<file path="config.mk">
export PLATFORM = sky130hd
export DESIGN_NAME = word_array_hash_core
export DESIGN_NICKNAME = d
export VERILOG_FILES = /design/src/hw/rtl/whb_pkg.sv /design/src/hw/rtl/word_array_hash_core.sv /design/src/hw/rtl/whb_front.sv /design/src/hw/rtl/whb_queue.sv /design/src/hw/rtl/whb_back.sv
export SDC_FILE = /design/constraint.sdc
export NUM_CORES = 2
export LEC_CHECK = 0
export BUFFER_PORTS_ARGS = -buffer_cell sky130_fd_sc_hd__buf_4
export CORE_ASPECT_RATIO = 1.2
export CORE_MARGIN = 3
export CORE_UTILIZATION = 50
export CTS_CLUSTER_DIAMETER = 30
export DETAILED_ROUTE_END_ITERATION = 8
export GPL_TIMING_DRIVEN = 0
export PLACE_DENSITY_LB_ADDON = 0.1
export SYNTH_ARGS = -nofsm -noshare
export SYNTH_HDL_FRONTEND = slang
export SYNTH_SLANG_ARGS = --single-unit
</file>
<file path="constraint.sdc">
create_clock -name clk -period 28.9 [get_ports clk]
set_clock_uncertainty 0.05 [all_clocks]
set_input_delay 8.67 -clock clk [delete_from_list [all_inputs] [get_ports clk]]
set_output_delay 8.67 -clock clk [all_outputs]
set_load 0.02 [all_outputs]
</file>
<file path="src/hw/rtl/whb_pkg.sv">
// Shared types, constants and lane networks for the word-array hash block.
// No dependencies; every other file of the block imports this package.
package whb_pkg;

	// Width of the message word count
	localparam int COUNT_BITS = 16;

	// Start value of the three lanes before count and seed are added
	localparam logic [31:0] INIT_CONST = 32'hdeadbeef;

	// Front-to-back queue geometry
	localparam int QUEUE_DEPTH = 2;
	localparam int QPTR_BITS   = (QUEUE_DEPTH > 1) ? $clog2(QUEUE_DEPTH) : 1;
	localparam int QCNT_BITS   = $clog2(QUEUE_DEPTH + 1);

	// Lane that takes the next word of a group
	typedef enum logic [1:0] {
		SLOT_A = 2'd0,
		SLOT_B = 2'd1,
		SLOT_C = 2'd2
	} slot_t;

	typedef struct packed {
		logic [31:0] a;
		logic [31:0] b;
		logic [31:0] c;
	} lanes_t;

	// One classified item as it travels from front to back
	typedef struct packed {
		logic [31:0] word;
		logic [31:0] init;   // lane start value, meaningful on the first item
		slot_t       slot;
		logic        first;  // first item of a message
		logic        last;   // last word of a message
		logic        zero;   // message of zero words: emit init, ignore word
	} op_t;

	function automatic slot_t next_slot(input slot_t s);
		slot_t n;
		case (s)
			SLOT_A:  n = SLOT_B;
			SLOT_B:  n = SLOT_C;
			default: n = SLOT_A;
		endcase
		return n;
	endfunction

	function automatic logic [31:0] rotl32(input logic [31:0] v, input int unsigned s);
		return (v << s) | (v >> (32 - s));
	endfunction

	// Mix network, first half
	function automatic lanes_t mix_rows_1to3(input lanes_t l);
		logic [31:0] a;
		logic [31:0] b;
		logic [31:0] c;
		lanes_t      r;
		a = l.a; b = l.b; c = l.c;
		a = a - c; a = a ^ rotl32(c, 4);  c = c + b;
		b = b - a; b = b ^ rotl32(a, 6);  a = a + c;
		c = c - b; c = c ^ rotl32(b, 8);  b = b + a;
		r.a = a; r.b = b; r.c = c;
		return r;
	endfunction

	// Mix network, second half
	function automatic lanes_t mix_rows_4to6(input lanes_t l);
		logic [31:0] a;
		logic [31:0] b;
		logic [31:0] c;
		lanes_t      r;
		a = l.a; b = l.b; c = l.c;
		a = a - c; a = a ^ rotl32(c, 16); c = c + b;
		b = b - a; b = b ^ rotl32(a, 19); a = a + c;
		c = c - b; c = c ^ rotl32(b, 4);  b = b + a;
		r.a = a; r.b = b; r.c = c;
		return r;
	endfunction

	// Final avalanche, rows one to three
	function automatic lanes_t fin_rows_1to3(input lanes_t l);
		logic [31:0] a;
		logic [31:0] b;
		logic [31:0] c;
		lanes_t      r;
		a = l.a; b = l.b; c = l.c;
		c = c ^ b; c = c - rotl32(b, 14);
		a = a ^ c; a = a - rotl32(c, 11);
		b = b ^ a; b = b - rotl32(a, 25);
		r.a = a; r.b = b; r.c = c;
		return r;
	endfunction

	// Final avalanche, rows four and five
	function automatic lanes_t fin_rows_4to5(input lanes_t l);
		logic [31:0] a;
		logic [31:0] b;
		logic [31:0] c;
		lanes_t      r;
		a = l.a; b = l.b; c = l.c;
		c = c ^ b; c = c - rotl32(b, 16);
		a = a ^ c; a = a - rotl32(c, 4);
		r.a = a; r.b = b; r.c = c;
		return r;
	endfunction

	// Final avalanche, rows six and seven
	function automatic lanes_t fin_rows_6to7(input lanes_t l);
		logic [31:0] a;
		logic [31:0] b;
		logic [31:0] c;
		lanes_t      r;
		a = l.a; b = l.b; c = l.c;
		b = b ^ a; b = b - rotl32(a, 14);
		c = c ^ b; c = c - rotl32(b, 24);
		r.a = a; r.b = b; r.c = c;
		return r;
	endfunction

endpackage

</file>
<file path="src/hw/rtl/word_array_hash_core.sv">
// Word-array hash core: streaming three-lane hash over 32-bit message words.
// The last word passes the queue, the final avalanche pipeline and the result register.
// Throughput: one word per cycle while the queue is not full; the last word waits
// when it follows a full group closely, since the mix pipeline owns the lanes.
// Reset (arst_n low, asynchronous) empties queue and pipelines; next item opens a message.
// Depends on whb_pkg, whb_front, whb_queue and whb_back.
module word_array_hash_core (
	input  logic                            clk,
	input  logic                            arst_n,
	input  logic                            in_valid,
	output logic                            in_stall,
	input  logic [31:0]                     word,
	input  logic [whb_pkg::COUNT_BITS-1:0]  word_count,
	input  logic [31:0]                     seed,
	output logic                            out_valid,
	input  logic                            out_stall,
	output logic [31:0]                     hash
);
	import whb_pkg::*;

	logic q_full;
	logic push;
	op_t  push_op;
	logic q_valid;
	op_t  q_op;
	logic pop;

	whb_front u_front (
		.clk        (clk),
		.arst_n     (arst_n),
		.in_valid   (in_valid),
		.in_stall   (in_stall),
		.word       (word),
		.word_count (word_count),
		.seed       (seed),
		.q_full     (q_full),
		.push       (push),
		.op         (push_op)
	);

	whb_queue u_queue (
		.clk     (clk),
		.arst_n  (arst_n),
		.push    (push),
		.push_op (push_op),
		.full    (q_full),
		.q_valid (q_valid),
		.q_op    (q_op),
		.pop     (pop)
	);

	whb_back u_back (
		.clk       (clk),
		.arst_n    (arst_n),
		.q_valid   (q_valid),
		.q_op      (q_op),
		.pop       (pop),
		.out_valid (out_valid),
		.out_stall (out_stall),
		.hash      (hash)
	);

endmodule

</file>
<file path="src/hw/rtl/whb_front.sv">
// Front end: accepts items, tracks message position and classifies each item.
// Depends on whb_pkg; feeds whb_queue.
module whb_front (
	input  logic                            clk,
	input  logic                            arst_n,
	input  logic                            in_valid,
	output logic                            in_stall,
	input  logic [31:0]                     word,
	input  logic [whb_pkg::COUNT_BITS-1:0]  word_count,
	input  logic [31:0]                     seed,
	input  logic                            q_full,
	output logic                            push,
	output whb_pkg::op_t                    op
);
	import whb_pkg::*;

	logic                  in_msg_q;
	logic [COUNT_BITS-1:0] left_q;
	slot_t                 slot_q;

	logic                  first;
	logic                  zero;
	logic                  last;
	logic [COUNT_BITS-1:0] count_cur;
	logic [COUNT_BITS-1:0] left_nxt;
	slot_t                 slot_cur;
	logic [31:0]           init;

	// Classify the incoming item against the message position
	always_comb begin
		first     = !in_msg_q;
		count_cur = first ? word_count : left_q;
		zero      = first && (word_count == '0);
		left_nxt  = count_cur - COUNT_BITS'(1);
		last      = !zero && (left_nxt == '0);
		slot_cur  = first ? SLOT_A : slot_q;
		init      = INIT_CONST + (32'(word_count) << 2) + seed;
	end

	assign in_stall = q_full;
	assign push     = in_valid && !q_full;

	always_comb begin
		op.word  = word;
		op.init  = init;
		op.slot  = slot_cur;
		op.first = first;
		op.last  = last;
		op.zero  = zero;
	end

	// Message position
	always_ff @(posedge clk or negedge arst_n) begin
		if (!arst_n) begin
			in_msg_q <= 1'b0;
			left_q   <= '0;
			slot_q   <= SLOT_A;
		end else if (push) begin
			if (zero || last) begin
				in_msg_q <= 1'b0;
				left_q   <= '0;
				slot_q   <= SLOT_A;
			end else begin
				in_msg_q <= 1'b1;
				left_q   <= left_nxt;
				slot_q   <= next_slot(slot_cur);
			end
		end
	end

	// Inside a message at least one word is still owed
	a_left_nonzero: assert property (@(posedge clk) disable iff (!arst_n)
		in_msg_q |-> (left_q != '0))
		else $error("front inside a message with no words left");

endmodule

</file>
<file path="src/hw/rtl/whb_queue.sv">
// Short item queue that decouples the front end from the hash back end.
// Depends on whb_pkg for the item type and depth.
module whb_queue (
	input  logic         clk,
	input  logic         arst_n,
	input  logic         push,
	input  whb_pkg::op_t push_op,
	output logic         full,
	output logic         q_valid,
	output whb_pkg::op_t q_op,
	input  logic         pop
);
	import whb_pkg::*;

	op_t                  mem_q [QUEUE_DEPTH];
	logic [QPTR_BITS-1:0] wr_ptr_q;
	logic [QPTR_BITS-1:0] rd_ptr_q;
	logic [QCNT_BITS-1:0] count_q;

	assign full    = (count_q == QCNT_BITS'(QUEUE_DEPTH));
	assign q_valid = (count_q != '0);
	assign q_op    = mem_q[rd_ptr_q];

	// Entry storage
	always_ff @(posedge clk) begin
		if (push) begin
			mem_q[wr_ptr_q] <= push_op;
		end
	end

	// Pointers and fill count
	always_ff @(posedge clk or negedge arst_n) begin
		if (!arst_n) begin
			wr_ptr_q <= '0;
			rd_ptr_q <= '0;
			count_q  <= '0;
		end else begin
			if (push) begin
				wr_ptr_q <= (wr_ptr_q == QPTR_BITS'(QUEUE_DEPTH - 1)) ? '0
					: wr_ptr_q + QPTR_BITS'(1);
			end
			if (pop) begin
				rd_ptr_q <= (rd_ptr_q == QPTR_BITS'(QUEUE_DEPTH - 1)) ? '0
					: rd_ptr_q + QPTR_BITS'(1);
			end
			case ({push, pop})
				2'b10:   count_q <= count_q + QCNT_BITS'(1);
				2'b01:   count_q <= count_q - QCNT_BITS'(1);
				default: count_q <= count_q;
			endcase
		end
	end

	a_no_overrun: assert property (@(posedge clk) disable iff (!arst_n)
		count_q <= QCNT_BITS'(QUEUE_DEPTH))
		else $error("queue fill count beyond depth");

	a_no_underrun: assert property (@(posedge clk) disable iff (!arst_n)
		pop |-> q_valid)
		else $error("queue popped while empty");

endmodule

</file>
<file path="src/hw/rtl/whb_back.sv">
// Back end: lane state, mix pipeline, final avalanche pipeline
// and the result register. Depends on whb_pkg; fed by whb_queue.
module whb_back (
	input  logic         clk,
	input  logic         arst_n,
	input  logic         q_valid,
	input  whb_pkg::op_t q_op,
	output logic         pop,
	output logic         out_valid,
	input  logic         out_stall,
	output logic [31:0]  hash
);
	import whb_pkg::*;

	// Lane state and pending words of the current group
	lanes_t      lanes_q;
	logic [31:0] g0_q;
	logic [31:0] g1_q;

	// Mix pipeline
	logic   mix_v_s1;
	logic   mix_v_s2;
	lanes_t mix_s1;
	lanes_t mix_s2;

	// Final pipeline
	logic   fin_v_s1;
	logic   fin_v_s2;
	logic   fin_v_s3;
	logic   raw_s1;
	logic   raw_s2;
	logic   raw_s3;
	lanes_t fin_s1;
	lanes_t fin_s2;
	lanes_t fin_s3;
	lanes_t fin_tail;

	logic        out_valid_q;
	logic [31:0] hash_q;

	lanes_t      base;
	lanes_t      grp;
	lanes_t      sum;
	logic        fin_en;
	logic        need_fin;
	logic        needs_lanes;
	logic        hazard;
	logic        mix_busy;
	logic        launch_mix;

	// Group words on top of the lanes
	always_comb begin
		base  = q_op.first ? lanes_t'{a: q_op.init, b: q_op.init, c: q_op.init} : lanes_q;
		grp.a = (q_op.slot == SLOT_A) ? q_op.word : g0_q;
		grp.b = (q_op.slot == SLOT_B) ? q_op.word : ((q_op.slot == SLOT_C) ? g1_q : '0);
		grp.c = (q_op.slot == SLOT_C) ? q_op.word : '0;
		sum.a = base.a + grp.a;
		sum.b = base.b + grp.b;
		sum.c = base.c + grp.c;
	end

	// Issue control: wait for a mix in flight before reading the lanes
	always_comb begin
		fin_en      = !out_valid_q || !out_stall;
		mix_busy    = mix_v_s1 || mix_v_s2;
		need_fin    = q_op.zero || q_op.last;
		needs_lanes = !q_op.first && (q_op.last || (q_op.slot == SLOT_C));
		hazard      = needs_lanes && mix_busy;
		pop         = q_valid && !hazard && (!need_fin || fin_en);
		launch_mix  = pop && !need_fin && (q_op.slot == SLOT_C);
	end

	// Lanes and group words
	always_ff @(posedge clk) begin
		if (mix_v_s2) begin
			lanes_q <= mix_rows_4to6(mix_s2);
		end else if (pop && q_op.first && !need_fin) begin
			lanes_q <= base;
		end
		if (pop && (q_op.slot == SLOT_A)) begin
			g0_q <= q_op.word;
		end
		if (pop && (q_op.slot == SLOT_B)) begin
			g1_q <= q_op.word;
		end
		if (launch_mix) begin
			mix_s1 <= sum;
		end
		mix_s2 <= mix_rows_1to3(mix_s1);
	end

	always_ff @(posedge clk or negedge arst_n) begin
		if (!arst_n) begin
			mix_v_s1 <= 1'b0;
			mix_v_s2 <= 1'b0;
		end else begin
			mix_v_s1 <= launch_mix;
			mix_v_s2 <= mix_v_s1;
		end
	end

	// Last two rows of the final avalanche
	assign fin_tail = fin_rows_6to7(fin_s3);

	// Final avalanche pipeline, held as a whole while the result waits
	always_ff @(posedge clk) begin
		if (fin_en) begin
			fin_s1 <= q_op.zero ? base : sum;
			raw_s1 <= q_op.zero;
			fin_s2 <= raw_s1 ? fin_s1 : fin_rows_1to3(fin_s1);
			raw_s2 <= raw_s1;
			fin_s3 <= raw_s2 ? fin_s2 : fin_rows_4to5(fin_s2);
			raw_s3 <= raw_s2;
			hash_q <= raw_s3 ? fin_s3.c : fin_tail.c;
		end
	end

	always_ff @(posedge clk or negedge arst_n) begin
		if (!arst_n) begin
			fin_v_s1    <= 1'b0;
			fin_v_s2    <= 1'b0;
			fin_v_s3    <= 1'b0;
			out_valid_q <= 1'b0;
		end else if (fin_en) begin
			fin_v_s1    <= pop && need_fin;
			fin_v_s2    <= fin_v_s1;
			fin_v_s3    <= fin_v_s2;
			out_valid_q <= fin_v_s3;
		end
	end

	assign out_valid = out_valid_q;
	assign hash      = hash_q;

	// A group takes three words, so mixes never launch back to back
	a_mix_spacing: assert property (@(posedge clk) disable iff (!arst_n)
		mix_v_s1 |=> !mix_v_s1)
		else $error("mix launched on consecutive cycles");

	// A message never starts while the previous one still mixes
	a_first_after_mix: assert property (@(posedge clk) disable iff (!arst_n)
		(pop && q_op.first) |-> !mix_busy)
		else $error("new message issued during a mix");

	// A mix always runs to the lane write
	a_mix_completes: assert property (@(posedge clk) disable iff (!arst_n)
		mix_v_s1 |=> mix_v_s2)
		else $error("mix pipeline dropped a group");

endmodule
</file>
==> results.cfg <==
[finish]
seqCellArea_um2 = 24200
multi_input_area_um2 = 41000
num-fill-cells = 12300
nets = 8693
instances_no_fill = 9822
syn_to_final_growth_pct = 14.2
drive_above_1_share_pct = 7.09

[clocking]
clkTransAtPathRegs_ns = 0.05
cts_tree = yes
post_cts_resized = 0
cts_made_buffers = 180
clock_latency_ns = 0.82
postCtsSetupBuffers = 0
cts_hold_buf = 0
clock_sinks = 842
cts-htree-levels = 4
cts.path.max_buffers = 3
clockRootBuffer = clkbuf_16

[grt]
first_global_vias = 55900
gr-usage-met2_pct = 62.2
top_usage_layer = met2
grtUsageMet1_pct = 41.2
overflow = 0
met3_usage_pct = 4.86
groute.usage.overall_pct = 36.4
grt_pass1_wl_um = 370000
grt_antenna_before_repair = 23
grt_max_degree = 74

[critical_path]
reg2reg_from = u_back.fin_s1[39]$_DFFE_PP_
worst_setup_path_start_kind = input pin
crit_required_ns = 29.44
path_class = input pin to flop
slowest_stage = fa_1
path_max_fanout = 3
crit_start = word_count[0]
reg2regPathDepth = 42
critPathCaptureType = flop
cp_common_cell = a21oi_1
arrival_ns = 13.70
critPathMaxStageDelay_ns = 0.41

[outcome]
status = finished with violations
violations = capacitance limit, slew limit

[worst_hold_path]
hold_path.class = flop to flop
hp-start = u_back.mix_v_s1$_DFF_PN0_
hold_depth = 0

[yosys]
ys_warn_count = 0
synth_edf_count = 717
ys_top_cells_by_area = edfxtp_1 (31%), ha_1 (13%), xnor2_1 (9.2%)
ys_types = 104
synthCells = 7555
async_flop_share_pct = 3.44
synth_top_cell_by_area = edfxtp_1
syn_avg_cell_area_um2 = 9.09
ys.flop_type = edfxtp_1
mappedNetlistNets = 8379
ys_ff_latch = 842
synth_area_um2 = 68700
synth_seq_area_share_pct = 35.2
synth_top_area_share_pct = 31.3

[routing]
wl_per_cell_um = 26.8
vias_per_cell = 5.93
post-route-drc-count = 0
initialDrtViolationCount = 5402
vias = 58200
ant_nets = 0
routed_wl_um = 263000
dr.pass1.iters = 7

[die]
start_util_pct = 50.5
num_rows = 148
dieArea_um2 = 142000
ios = 118
core_um2 = 136000
die_x_um = 344
dieHeight_um = 412

[place]
dp_cells = 9487
portBuffers = 117
place.gp.congestion = 1.04
hpwl_um = 218000

[job]
maxCapViolCount = 1

[timing]
setup-tns-final_ns = 0
max_slew_margin_pct = -2.36
fmax_ghz = 0.0760
finalHoldViolCount = 0
setup_violations = 0
drv_slew = 3
tightest_slew_ns = 1.52
rsz0062_at_grt = false
period_share_pct = 45.6
min_period_ns = 13.16
[worst paths after layout]
check,to,slack [ns]
setup reg to reg,u_back.fin_s2[56]$_DFFE_PP_,17.71
max in group asynchronous,u_front.left_q[7]$_DFFE_PN0P_,20.73
setup / recovery,u_queue.mem_q[0][36]$_DFFE_PP_,15.74
min in group asynchronous,u_queue.wr_ptr_q$_DFFE_PN0P_,7.75
hold reg to reg,u_back.mix_v_s2$_DFF_PN0_,0.33
hold / removal,u_back.mix_v_s2$_DFF_PN0_,0.33
[flip-flops by register name, indices dropped and copies added, names as in the netlist, 96 cells and up]
signal,count
u_back.fin_s3,96
u_back.mix_s1,96
u_back.lanes_q,96
u_queue.mem_q,138
u_back.mix_s2,96
u_back.fin_s2,96
u_back.fin_s1,96
[cells in the final DEF (no fill, tap or decap), drive strengths merged, types with 143 or more instances in the layout]
master,count
clkbuf,315
ha,717
nor3,162
o21ai,715
xnor2,724
a21o,143
inv,818
buf,169
a21oi,462
nand2,700
edfxtp,717
nor2,487
xor2,310
[logic make-up after synthesis]
kind of cell | Yosys count | synth area share (%)
muxes | 125 | 1.87
and+or+nand+nor | 1898 | 12.6
AOI/OAI and AO/OA | 1956 | 17.6
DFF | 842 | 35.2
adders and majority gates | 746 | 13.8
xor gates and xnor gates | 1051 | 13.8
buffers and inverters | 937 | 5.15
[cells in the mapped netlist, drive strengths merged, types with 72 or more instances]
master  instances
ha            717
nand2         700
nand2b         85
xnor2         724
mux2i          98
dfxtp          96
a21oi         462
nand3         119
a21o          143
o21bai         98
nor2b          72
clkbuf        121
nor3          162
nor2          487
edfxtp        717
o21ai         715
a21boi         80
xor2          310
inv           779
[per-stage QoR]
step	setup slack (ns)	area (µm²)	util [%]	hold WS, ns
3_3_place_gp	4.40	71800	52.8	0.313
4_1_cts	15.83	78400	57.6	0.330
3_5_place_dp	15.00	72200	53.0	0.320
2_1_floorplan	8.98	68700	-	0.304
5_1_grt	15.32	78400	57.6	0.342
6_report	15.74	78500	57.6	0.333
[layer usage]
metal,wire length [µm],vias up
met5,13,-
met4,23300,2
met3,14900,721
met2,128000,2292
met1,97100,27900
li1,-,27300
[worst max-delay path, delay by kind of cell]
kind                     cells  cell delay, ns
AND/OR/NAND/NOR              1            0.07
buffers and inverters        3            0.18
XOR/XNOR                     1            0.37
AO/OA/AOI/OAI               19            3.74
adder cells (fa/ha/maj)      2            0.67
[area by class of cell]
cell class,instances,area share [%]
Multi-Input combinational cell,5776,52.3
Timing Repair Buffer,132,1.50
Clock inverter,134,2.07
Tap cell,1800,2.87
Antenna cell,7,0.0223
Buffer,158,0.781
Clock buffer,194,5.90
Inverter,779,3.73
Sequential cell,842,30.8
Power is not shown: default switching activity piles up to over one toggle a cycle in this logic, so the estimate is an artifact.
